[config.mk]
export PLATFORM = sky130hd
export DESIGN_NAME = dfscy_ctrl
export DESIGN_NICKNAME = d
export VERILOG_FILES = /design/src/hw/rtl/dfscy_pkg.sv /design/src/hw/rtl/dfscy_ctrl.sv
export SDC_FILE = /design/constraint.sdc
export NUM_CORES = 1
export LEC_CHECK = 0
export ABC_AREA = 1
export BUFFER_PORTS_ARGS = -buffer_cell sky130_fd_sc_hd__buf_2
export CORE_ASPECT_RATIO = 0.75
export CORE_MARGIN = 2
export CORE_UTILIZATION = 30
export CTS_BUF_LIST = sky130_fd_sc_hd__clkbuf_16
export CTS_CLUSTER_DIAMETER = 80
export DETAILED_ROUTE_END_ITERATION = 8
export PLACE_DENSITY = 0.54
export SKIP_LAST_GASP = 1
export SYNTH_ARGS = -nofsm -noshare
export SYNTH_HDL_FRONTEND = slang
export SYNTH_SLANG_ARGS = --single-unit
export TNS_END_PERCENT = 10
[constraint.sdc]
create_clock -name clk -period 3.21 [get_ports clk]
set_clock_uncertainty 0.15 [all_clocks]
set_input_delay 0.642 -clock clk [delete_from_list [all_inputs] [get_ports clk]]
set_output_delay 0.642 -clock clk [all_outputs]
set_load 0.02 [all_outputs]
[src/hw/rtl/dfscy_pkg.sv]
// Shared types, constants and helpers of the cycle search block.
// No dependencies.
`timescale 1ns / 1ps

package dfscy_pkg;

    localparam int MAX_VERTICES_DEF = 63;
    localparam logic [5:0] START_VERTEX = 6'd1;

    // Controller states, one-hot
    typedef enum logic [8:0] {
        ST_IDLE     = 9'b000000001,
        ST_EDGE_B   = 9'b000000010,
        ST_ADJ_RD   = 9'b000000100,
        ST_MASK     = 9'b000001000,
        ST_PICK     = 9'b000010000,
        ST_POP_LD   = 9'b000100000,
        ST_EMIT_RD  = 9'b001000000,
        ST_EMIT_PUT = 9'b010000000,
        ST_NF_PUT   = 9'b100000000
    } state_t;

    // Controller to datapath commands
    typedef struct packed {
        logic edge_a;
        logic edge_b;
        logic run_init;
        logic adj_rd;
        logic mask;
        logic pick;
        logic pop_rd;
        logic pop_ld;
        logic emit_init;
        logic emit_rd;
        logic emit_put;
        logic nf_put;
        logic clear;
    } cmd_t;

    // Datapath to controller status
    typedef struct packed {
        logic none;
        logic root;
        logic close;
        logic out_free;
        logic emit_last;
    } sts_t;

    // Find lowest set bit of a byte: {any, index}
    function automatic logic [3:0] ffs8(input logic [7:0] v);
        logic [3:0] r;
        r = 4'b0000;
        for (int i = 7; i >= 0; i--)
        begin
            if (v[i])
            begin
                r = {1'b1, 3'(i)};
            end
        end
        return r;
    endfunction

endpackage

[src/hw/rtl/dfscy_ctrl.sv]
// Controller state machine of the cycle search block.
// Depends on dfscy_pkg; drives commands into dfscy_dp.
`timescale 1ns / 1ps

module dfscy_ctrl
(
    input  logic              clk,
    input  logic              rst_n,
    input  logic              req_valid,
    input  logic              kind,
    output logic              req_stall,
    input  dfscy_pkg::sts_t   sts,
    output dfscy_pkg::cmd_t   cmd
);

    dfscy_pkg::state_t state_reg, state_next;

    // State register
    always_ff @(posedge clk or negedge rst_n)
    begin
        if (!rst_n)
        begin
            state_reg <= dfscy_pkg::ST_IDLE;
        end
        else
        begin
            state_reg <= state_next;
        end
    end

    assign req_stall = (state_reg != dfscy_pkg::ST_IDLE);

    // Next state and commands
    always_comb
    begin
        state_next = state_reg;
        cmd        = '0;
        case (state_reg)
            dfscy_pkg::ST_IDLE:
            begin
                if (req_valid)
                begin
                    if (kind)
                    begin
                        cmd.run_init = 1'b1;
                        state_next   = dfscy_pkg::ST_ADJ_RD;
                    end
                    else
                    begin
                        cmd.edge_a = 1'b1;
                        state_next = dfscy_pkg::ST_EDGE_B;
                    end
                end
            end
            dfscy_pkg::ST_EDGE_B:
            begin
                cmd.edge_b = 1'b1;
                state_next = dfscy_pkg::ST_IDLE;
            end
            dfscy_pkg::ST_ADJ_RD:
            begin
                cmd.adj_rd = 1'b1;
                state_next = dfscy_pkg::ST_MASK;
            end
            dfscy_pkg::ST_MASK:
            begin
                cmd.mask   = 1'b1;
                state_next = dfscy_pkg::ST_PICK;
            end
            dfscy_pkg::ST_PICK:
            begin
                cmd.pick = 1'b1;
                if (sts.none)
                begin
                    if (sts.root)
                    begin
                        state_next = dfscy_pkg::ST_NF_PUT;
                    end
                    else
                    begin
                        cmd.pop_rd = 1'b1;
                        state_next = dfscy_pkg::ST_POP_LD;
                    end
                end
                else if (sts.close)
                begin
                    cmd.emit_init = 1'b1;
                    state_next    = dfscy_pkg::ST_EMIT_RD;
                end
                else
                begin
                    state_next = dfscy_pkg::ST_ADJ_RD;
                end
            end
            dfscy_pkg::ST_POP_LD:
            begin
                cmd.pop_ld = 1'b1;
                state_next = dfscy_pkg::ST_ADJ_RD;
            end
            dfscy_pkg::ST_EMIT_RD:
            begin
                cmd.emit_rd = 1'b1;
                state_next  = dfscy_pkg::ST_EMIT_PUT;
            end
            dfscy_pkg::ST_EMIT_PUT:
            begin
                if (sts.out_free)
                begin
                    cmd.emit_put = 1'b1;
                    if (sts.emit_last)
                    begin
                        cmd.clear  = 1'b1;
                        state_next = dfscy_pkg::ST_IDLE;
                    end
                    else
                    begin
                        state_next = dfscy_pkg::ST_EMIT_RD;
                    end
                end
            end
            dfscy_pkg::ST_NF_PUT:
            begin
                if (sts.out_free)
                begin
                    cmd.nf_put = 1'b1;
                    cmd.clear  = 1'b1;
                    state_next = dfscy_pkg::ST_IDLE;
                end
            end
            default:
            begin
                state_next = dfscy_pkg::ST_IDLE;
            end
        endcase
    end

endmodule

==> metrics.cfg, run 1 <==
[placed_design]
port_buffers = 22
pre_cts_slack_ps = 1100
dpl.hpwl_mm = 1.35
routabilityCongestion = 0.880

[worst_setup_path]
reg2reg_from = state_reg[0]
r2r_setup_slack_ps = 1690
reg2reg_depth = 10
setup.worst_path.start_class = register
path_class = register to output port
end_kind = output port
cp_max_fo = 5
cp.arrival_ps = 1560
worst_ep_required_time_ps = 2420
timing.rr.end = state_reg[0]

[grt]
use_met1_pct = 17.6
gr-total-overflow = 0
grt.busiest_layer = met2
use_met3_pct = 4.58
grt_pass1_vias = 599
antenna_found_initial = 0
grt_start_max_net_pins = 10
grt_use_total_pct = 13.5
grt_first_pass_wirelength_mm = 2.59
met2_usage_pct = 21.3

[synthesis]
ys_types = 18
netlist_area_um2 = 672
ys_seq_area_share_pct = 33.7
synth_top_area_share_pct = 29.8
yosysWarningCount = 0
yosys_register_bits = 9
synth_area_per_cell_um2 = 6.40
synth_fp_nets = 114
synth_area_leaders = dfrtp_1 30%, nand2_1 13%, inv_1 11%
synth_top_area_cell = dfrtp_1
synthCells = 105

[layout]
area_growth_pct = 32.6
diodes = 0
drive_gt1_share_pct = 33.6
final_util_pct = 43.1
layout.nets = 141
largest_reg_flops = 9

[cts]
cts-root-buf = clkbuf_16
cts_resized = 0
cts_hold_buf = 0
clockBufferDepth = 2
clkLatencyLatePin_ps = 230
cts_buffers = 3
h-tree-depth = 1
cts_tree = done
clk_pin_slew_ps = 40
clock-sinks = 9
cts_setup_buffers = 0

[detailed_routing]
ant_nets = 0
drt_wl_total_mm = 1.58
dr.pass1.iters = 4
remaining_drc_errors = 0
drt-initial-drc-count = 10
wl_per_cell_um = 10.2
via_per_inst = 4.43
vias = 686

[timing]
setup_viol = 0
hold_viol_final = 0
slew_headroom_pct = 84.8
drv_slew = 0
rsz0062_at_grt = false
tns_ps = 0
fmax_mhz = 425
fin_crit_ps = 2350
fin_ws_ps = 860
fin_crit_sh_pct = 73.2
max_slew.worst_pin.slew_ps = 226
hold_slack_ps = 104

[flow_run]
maxCapViolations = 0

[floorplan]
io_pins = 23
fp-row-count = 14
die_w_um = 58.6
core_area_um2 = 2070
die_area_um2 = 2640
die_h_um = 45.0
start_util_pct = 32.5

[min_path]
hold_class = primary input to asynchronous set/reset pin

[power_and_ir_drop]
switching_power_mw = 0.262
power.total_mw = 0.659
power_density_nw_per_um2 = 739
ir_drop_mv = 0.561
swShare_pct = 39.8
seqPwrFrac_pct = 24.0
leakage_nw = 0.547
clockPowerShare_pct = 32.9
p_int_mw = 0.397
p_comb_share_pct = 43.1

[run_status]
outcome = finished clean

layout by cell type (no fill, tap or decap):
cell type / netlist / layout
nand3_1: 7 / 7
dfstp_2: 1 / 1
clkbuf_16: 0 / 3
nor4_1: 1 / 1
o21ai_2: 1 / 1
o21ai_0: 1 / 1
a21boi_1: 1 / 1
nor2_1: 17 / 17
nor2_2: 4 / 4
nor3_1: 6 / 6
nor2_4: 2 / 2
dfrtp_1: 8 / 8
buf_2: 0 / 22
a21oi_1: 3 / 3
inv_2: 5 / 5
nand3_2: 2 / 2
nand2_2: 3 / 3
nand2_4: 1 / 1
nand2_1: 23 / 23
inv_1: 19 / 20
cell families after synthesis:
group                  share of synthesized area [%]
buffers and inverters                           13.4
AOI/OAI and AO/OA                               5.40
DFF                                             33.7
and+or+nand+nor                                 47.5
layer usage:
layer  wire length (um)  share of wire [%]  vias up
li1                   -                  -      369
met1                740                 47      298
met2                722                 46       17
met3                100                6.3        2
met4                 15               0.95        0
met5                  0                  0        -
power by group through the flow:
stage          clock network (mW)  registers (mW)  logic, mW
2_1_floorplan                   0           0.156      0.220
3_3_place_gp                    0           0.159      0.282
3_5_place_dp                    0           0.160      0.286
4_1_cts                     0.221           0.158      0.287
5_1_grt                     0.228           0.163      0.320
6_report                    0.217           0.158      0.284
cells in the mapped netlist (all sizes together):
cell type,count
inv,24
nor4,1
a21oi,3
o21ai,2
nor3,6
nor2,23
dfstp,1
nand2,27
a21boi,1
nand3,9
dfrtp,8
layout make-up:
class	count	area (um^2)
timing repair buffer	22	110
multi-input combinational	72	355
fill	217	1180
clock inverter	1	3.75
tap	24	30.0
inverter	24	90.1
clock buffer	3	75.1
sequential	9	226
how the worst max path moves through the flow:
| stage | end | start | slack (ps) | cells after the start |
|---|---|---|---|---|
| final | cmd[12] | state_reg[5] | 860 | 6 |
| after global routing | cmd[12] | state_reg[5] | 760 | 6 |
| after CTS | cmd[12] | state_reg[5] | 830 | 6 |
| after detailed placement | cmd[12] | state_reg[5] | 1100 | 6 |
| after global placement | cmd[12] | state_reg[5] | 1130 | 6 |
| after floorplan | cmd[12] | state_reg[5] | 1000 | 5 |
through the flow:
| step | area [um^2] | cells |
|---|---|---|
| detailed placement | 812 | 151 |
| global route | 891 | 155 |
| finish | 891 | 155 |
| global placement | 812 | 151 |
| CTS | 891 | 155 |
| floorplan | 672 | 105 |
worst max-delay path, stage by stage (launching register included):
cell and delay [ps]:
dfrtp_1 390, nor2_1 200, nand3_2 150, nor2_2 160
inv_1 90, nor3_1 140, buf_2 190
Power figures use the tool's default switching activity.
==> run 2: changes to the inputs <==
==> constraint.sdc (replaced) <==
create_clock -name clk -period 2.2 [get_ports clk]
set_clock_uncertainty 0.15 [all_clocks]
set_input_delay 0.44 -clock clk [delete_from_list [all_inputs] [get_ports clk]]
set_output_delay 0.44 -clock clk [all_outputs]
set_load 0.02 [all_outputs]
==> run 2 against run 1 <==
Net effect:
- critical path depth is the same
- cell count rose by 0.65%
- total power increased by 47%
- clock power increased by 47%
==> metrics.cfg, run 2 (same netlist as run 1, synthesis figures left out) <==
[run_status]
outcome = finished clean

[layout]
area_growth_pct = 35.2
final_common_cell = nand2_1
regArea_um2 = 226  ; unchanged
diodes = 0  ; unchanged
mostFrequentLayoutCells = 23 x nand2_1, 21 x buf_2, 20 x inv_1
layout.nets = 142  ; +0.71%
largest_reg_flops = 9  ; unchanged
nFillCells = 231  ; +6.5%
multi_input_area_um2 = 360  ; +1.4%
drive_gt1_share_pct = 34.8  ; +1.3 points

[timing]
fmax_mhz = 474
hold_slack_ps = 252  ; +148 ps
rsz0062_at_grt = true
max_slew.worst_pin.slew_ps = 246  ; +19.7 ps
fin_ws_ps = 89.5  ; -770 ps
fin_crit_sh_pct = 95.9
hold_viol_final = 0  ; unchanged
fin_crit_ps = 2110
setup_viol = 0  ; unchanged
drv_slew = 0  ; unchanged
slew_headroom_pct = 83.6  ; -1.2 points

[worst_setup_path]
end_kind = output port
worst_ep_required_time_ps = 1610  ; -810 ps
cp_max_fo = 5  ; unchanged
cp.arrival_ps = 1520  ; -40 ps
reg2reg_depth = 10  ; unchanged
path_class = register to output port
setup.worst_path.start_class = register

[grt]
gr-total-overflow = 0  ; unchanged
grt_pass1_vias = 619  ; +3.3%
grt_start_max_net_pins = 10  ; unchanged
antenna_found_initial = 0  ; unchanged
grt_use_total_pct = 14.6  ; +1.1 points
grt_first_pass_wirelength_mm = 2.75  ; +6.4%

[flow_run]
maxCapViolations = 0  ; unchanged

[floorplan]
die_w_um = 58.6  ; unchanged
die_h_um = 45.0  ; unchanged
io_pins = 23  ; unchanged
fp-row-count = 14  ; unchanged
start_util_pct = 32.5  ; unchanged
die_area_um2 = 2640  ; unchanged
core_area_um2 = 2070  ; unchanged

[cts]
clockBufferDepth = 2  ; unchanged
h-tree-depth = 1  ; unchanged
clk_pin_slew_ps = 40  ; about the same
cts_setup_buffers = 0  ; unchanged
clkLatencyLatePin_ps = 230  ; about the same
cts_buffers = 3  ; unchanged
clock-sinks = 9  ; unchanged
cts-root-buf = clkbuf_16
cts_tree = done

[detailed_routing]
drt-initial-drc-count = 16  ; +6
remaining_drc_errors = 0  ; unchanged
dr.pass1.iters = 4  ; unchanged
vias = 687  ; +0.15%
ant_nets = 0  ; unchanged
wl_per_cell_um = 10.5  ; +3.3%
via_per_inst = 4.40  ; -0.50%
drt_wl_total_mm = 1.64  ; +3.9%

[placed_design]
port_buffers = 22  ; unchanged
routabilityCongestion = 0.880  ; about the same
dpl.hpwl_mm = 1.34  ; -0.40%
pre_cts_slack_ps = 324  ; -777 ps

[power_and_ir_drop]
leakage_nw = 0.553  ; +1.1%
ir_drop_mv = 0.761  ; +36%
power_density_nw_per_um2 = 1060  ; +44%

[min_path]
hold_class = primary input to register
hold_depth = 2

==> run 2: cell types whose count changed in the layout (fill, tap and decap cells not counted) <==
cell | previous run | this run
dlygate4sd3_1 | 0 | 1
nor2_2 | 4 | 6
buf_2 | 22 | 21
nor2_1 | 17 | 15
buf_4 | 0 | 1
==> run 2: worst max-delay path: stages, from the launching register on <==
cell,delay [ps]
dfrtp_1,450
nor2_4,140
nand3_2,120
nor2_2,160
inv_1,90
nor3_1,120
buf_2,190
==> run 2: cell type report <==
type | count | share of cell area, %
inverter | 24 | 9.92
tap | 24 | 3.31
multi-input combinational | 72 | 39.7
sequential | 9 | 24.9
timing repair buffer | 23 | 13.5
clock inverter | 1 | 0.413
clock buffer | 3 | 8.26
==> run 2: repair_timing <==
item,CTS,global route
endpoints found under the setup margin,0,4
hold endpoints to repair,8,0
hold buffers,1,0
resized for setup,0,3
==> run 2: worst paths after layout <==
| kind | start | end | slack [ps] |
|---|---|---|---|
| worst min register to register | state_reg[1] | state_reg[3] | 470 |
| min in group asynchronous | rst_n | state_reg[6] | 460 |
| worst max register to register | state_reg[0] | state_reg[0] | 680 |
| worst min-delay path | kind | state_reg[1] | 250 |
| max in group asynchronous | rst_n | state_reg[0] | 1190 |
| worst max-delay path | state_reg[7] | cmd[12] | 90 |
==> run 2: per-layer routing <==
metal | track usage, % | wire [um] | vias up | share of wire [%]
met4 | 5.45 | 21 | 0 | 1.3
met2 | 22.2 | 731 | 18 | 45
met5 | 0 | 0 | - | 0
li1 | - | - | 370 | -
met1 | 19.1 | 782 | 295 | 48
met3 | 5.44 | 105 | 4 | 6.4
==> run 2: power breakdown <==
group          total [mW]  internal (mW)  switching, mW  leakage [nW]
combinational       0.416          0.138          0.278         0.390
sequential          0.231          0.205         0.0264         0.121
clock               0.320          0.238         0.0826        0.0423
total               0.967          0.581          0.387         0.553
==> run 2: per-stage QoR <==
stage / TNS, ps / cells / power [mW] / cell area (um^2) / utilization, %
6_report: 0 / 156 / 0.967 / 908 / 43.9
5_1_grt: -7.28 / 156 / 1.04 / 908 / 43.9
4_1_cts: 0 / 156 / 0.980 / 901 / 43.6
3_5_place_dp: 0 / 151 / 0.647 / 812 / 39.3
3_3_place_gp: 0 / 151 / 0.644 / 812 / 39.3
2_1_floorplan: 0 / 105 / 0.549 / 672 / -
==> run 3: changes to the inputs <==
--- a/config.mk
+++ b/config.mk
@@ -13,7 +13,7 @@
 export CTS_BUF_LIST = sky130_fd_sc_hd__clkbuf_16
 export CTS_CLUSTER_DIAMETER = 80
 export DETAILED_ROUTE_END_ITERATION = 8
-export PLACE_DENSITY = 0.54
+export PLACE_DENSITY_LB_ADDON = 0.08
 export SKIP_LAST_GASP = 1
 export SYNTH_ARGS = -nofsm -noshare
 export SYNTH_HDL_FRONTEND = slang
==> run 3 against run 2 <==
Net effect:
- the run now ends with DRC left
- clock power rose by 2%
- combinational power up 4%
- via count up 0.15%
- hold slack lost 12 ps
- critical path depth unchanged
- die area unchanged
- critical path type unchanged
- largest cell class unchanged
==> metrics.cfg, run 3 (same netlist as run 1, synthesis figures left out) <==
[timing]
fin_crit_ps = 2090  ; -19.0 ps
rsz0062_at_grt = true
fin_crit_sh_pct = 95.1  ; -0.86 points
max_slew.worst_pin.slew_ps = 249  ; +3.30 ps
setup_viol = 0  ; unchanged
fin_ws_ps = 108  ; +19.0 ps
slew_headroom_pct = 83.4  ; -0.22 points
fmax_mhz = 478  ; +0.91%
hold_viol_final = 0  ; unchanged
hold_slack_ps = 240  ; -12.0 ps
drv_slew = 0  ; unchanged

[cts]
h-tree-depth = 1  ; unchanged
clk_pin_slew_ps = 40  ; about the same
cts_setup_buffers = 0  ; unchanged
cts-root-buf = clkbuf_16
clock-sinks = 9  ; unchanged
cts_tree = done
clkLatencyLatePin_ps = 240  ; about the same
clockBufferDepth = 2  ; unchanged
cts_buffers = 3  ; unchanged

[placed_design]
routabilityCongestion = 0.848  ; -3.7%
dpl_cell_area_um2 = 812  ; unchanged
pre_cts_slack_ps = 313  ; -10.8 ps
dpl.hpwl_mm = 1.33  ; -1.1%
port_buffers = 22  ; unchanged

[layout]
area_growth_pct = 36.7
mostFrequentLayoutCells = 23 x nand2_1, 22 x buf_2, 20 x inv_1
largest_reg_flops = 9  ; unchanged
final_cell_area_um2 = 918  ; +1.1%
drive_gt1_share_pct = 34.8  ; unchanged
diodes = 0  ; unchanged
layout.nets = 142  ; unchanged
final_common_cell = nand2_1

[detailed_routing]
via_per_inst = 4.41  ; +0.15%
wl_per_cell_um = 10.3  ; -2.1%
drt_wl_total_mm = 1.61  ; -2.1%
vias = 688  ; +0.15%
drt-initial-drc-count = 11  ; -5
routed.top_layer = met4
met3_length_um = 90  ; -14%
remaining_drc_errors = 1  ; +1
dr.pass1.iters = 7  ; +3
met2_length_um = 678  ; -7.3%
wl_met1_um = 822  ; +5.1%
ant_nets = 0  ; unchanged

[worst_setup_path]
setup.worst_path.start_class = register
worst_ep_required_time_ps = 1610  ; about the same
cp_max_fo = 3  ; -2
reg2reg_from = state_reg[0]
cp.arrival_ps = 1500  ; -20 ps
critPathLaunch = state_reg[5]
end_kind = output port
path_class = register to output port

[grt]
grt_pass1_vias = 588  ; -5.0%
grt_use_total_pct = 14.6  ; -0.017 points
gr-total-overflow = 0  ; unchanged
grt_first_pass_wirelength_mm = 2.67  ; -3.0%
antenna_found_initial = 0  ; unchanged
grt_start_max_net_pins = 10  ; unchanged

[min_path]
hold_class = primary input to register
hp-start = kind

[run_status]
violations = DRC
outcome = complete, but fails checks

[floorplan]
fp-row-count = 14  ; unchanged
die_area_um2 = 2640  ; unchanged
io_pins = 23  ; unchanged
die_w_um = 58.6  ; unchanged
die_h_um = 45.0  ; unchanged
start_util_pct = 32.5  ; unchanged
core_area_um2 = 2070  ; unchanged

[power_and_ir_drop]
ir_drop_mv = 0.816  ; +7.2%
leakage_nw = 0.555  ; +0.44%
power_density_nw_per_um2 = 1080  ; +1.4%
power.total_mw = 0.992  ; +2.5%

[flow_run]
maxCapViolations = 0  ; unchanged

run 3: metrics by stage:
step | setup TNS, ps | instances | util, %
floorplan | 0 | 105 | -
global placement | 0 | 151 | 39.3
detailed placement | 0 | 151 | 39.3
CTS | 0 | 156 | 43.6
global route | -13.3 | 156 | 44.4
finish | 0 | 156 | 44.4
run 3: power breakdown:
part,internal (mW),switching (mW)
clock network,0.238,0.0872
registers,0.205,0.0279
logic,0.146,0.288
total,0.589,0.403
run 3: path summary, 6_finish.rpt:
kind,to,slack [ps],depth (start not counted)
min,state_reg[1],240,2
min in group asynchronous,state_reg[1],440,2
max in group asynchronous,state_reg[0],1210,2
max,cmd[0],110,6
max reg2reg,state_reg[0],710,10
min reg2reg,state_reg[3],470,3
run 3: routing by layer:
layer / GRT usage, % / up-vias
met1: 20.5 / 301
met2: 19.3 / 13
met4: 5.45 / 0
li1: - / 371
met3: 6.88 / 3
met5: 0 / -
run 3: repair_timing:
| item | in CTS | in global routing |
|---|---|---|
| endpoints found under the hold margin | 8 | 0 |
| hold buffers | 1 | 0 |
| gates resized for setup | 0 | 4 |
| endpoints found under the setup margin | 0 | 3 |
run 3: layout make-up:
cell class              count  area, um^2
clock buffers               3        75.1
clock inverters             1        3.75
fillers                   233        1150
inverters                  24        90.1
multi-input cells          72         373
flip-flops and latches      9         226
well taps                  24        30.0
repair buffers             23         120
run 3: worst max-delay path, stage by stage, from the launching register on:
cell and delay, ps:
dfrtp_1 400, nor2_2 180, nand3_1 170, nor2_4 170, nand2_1 60, a21oi_1 110, buf_2 180
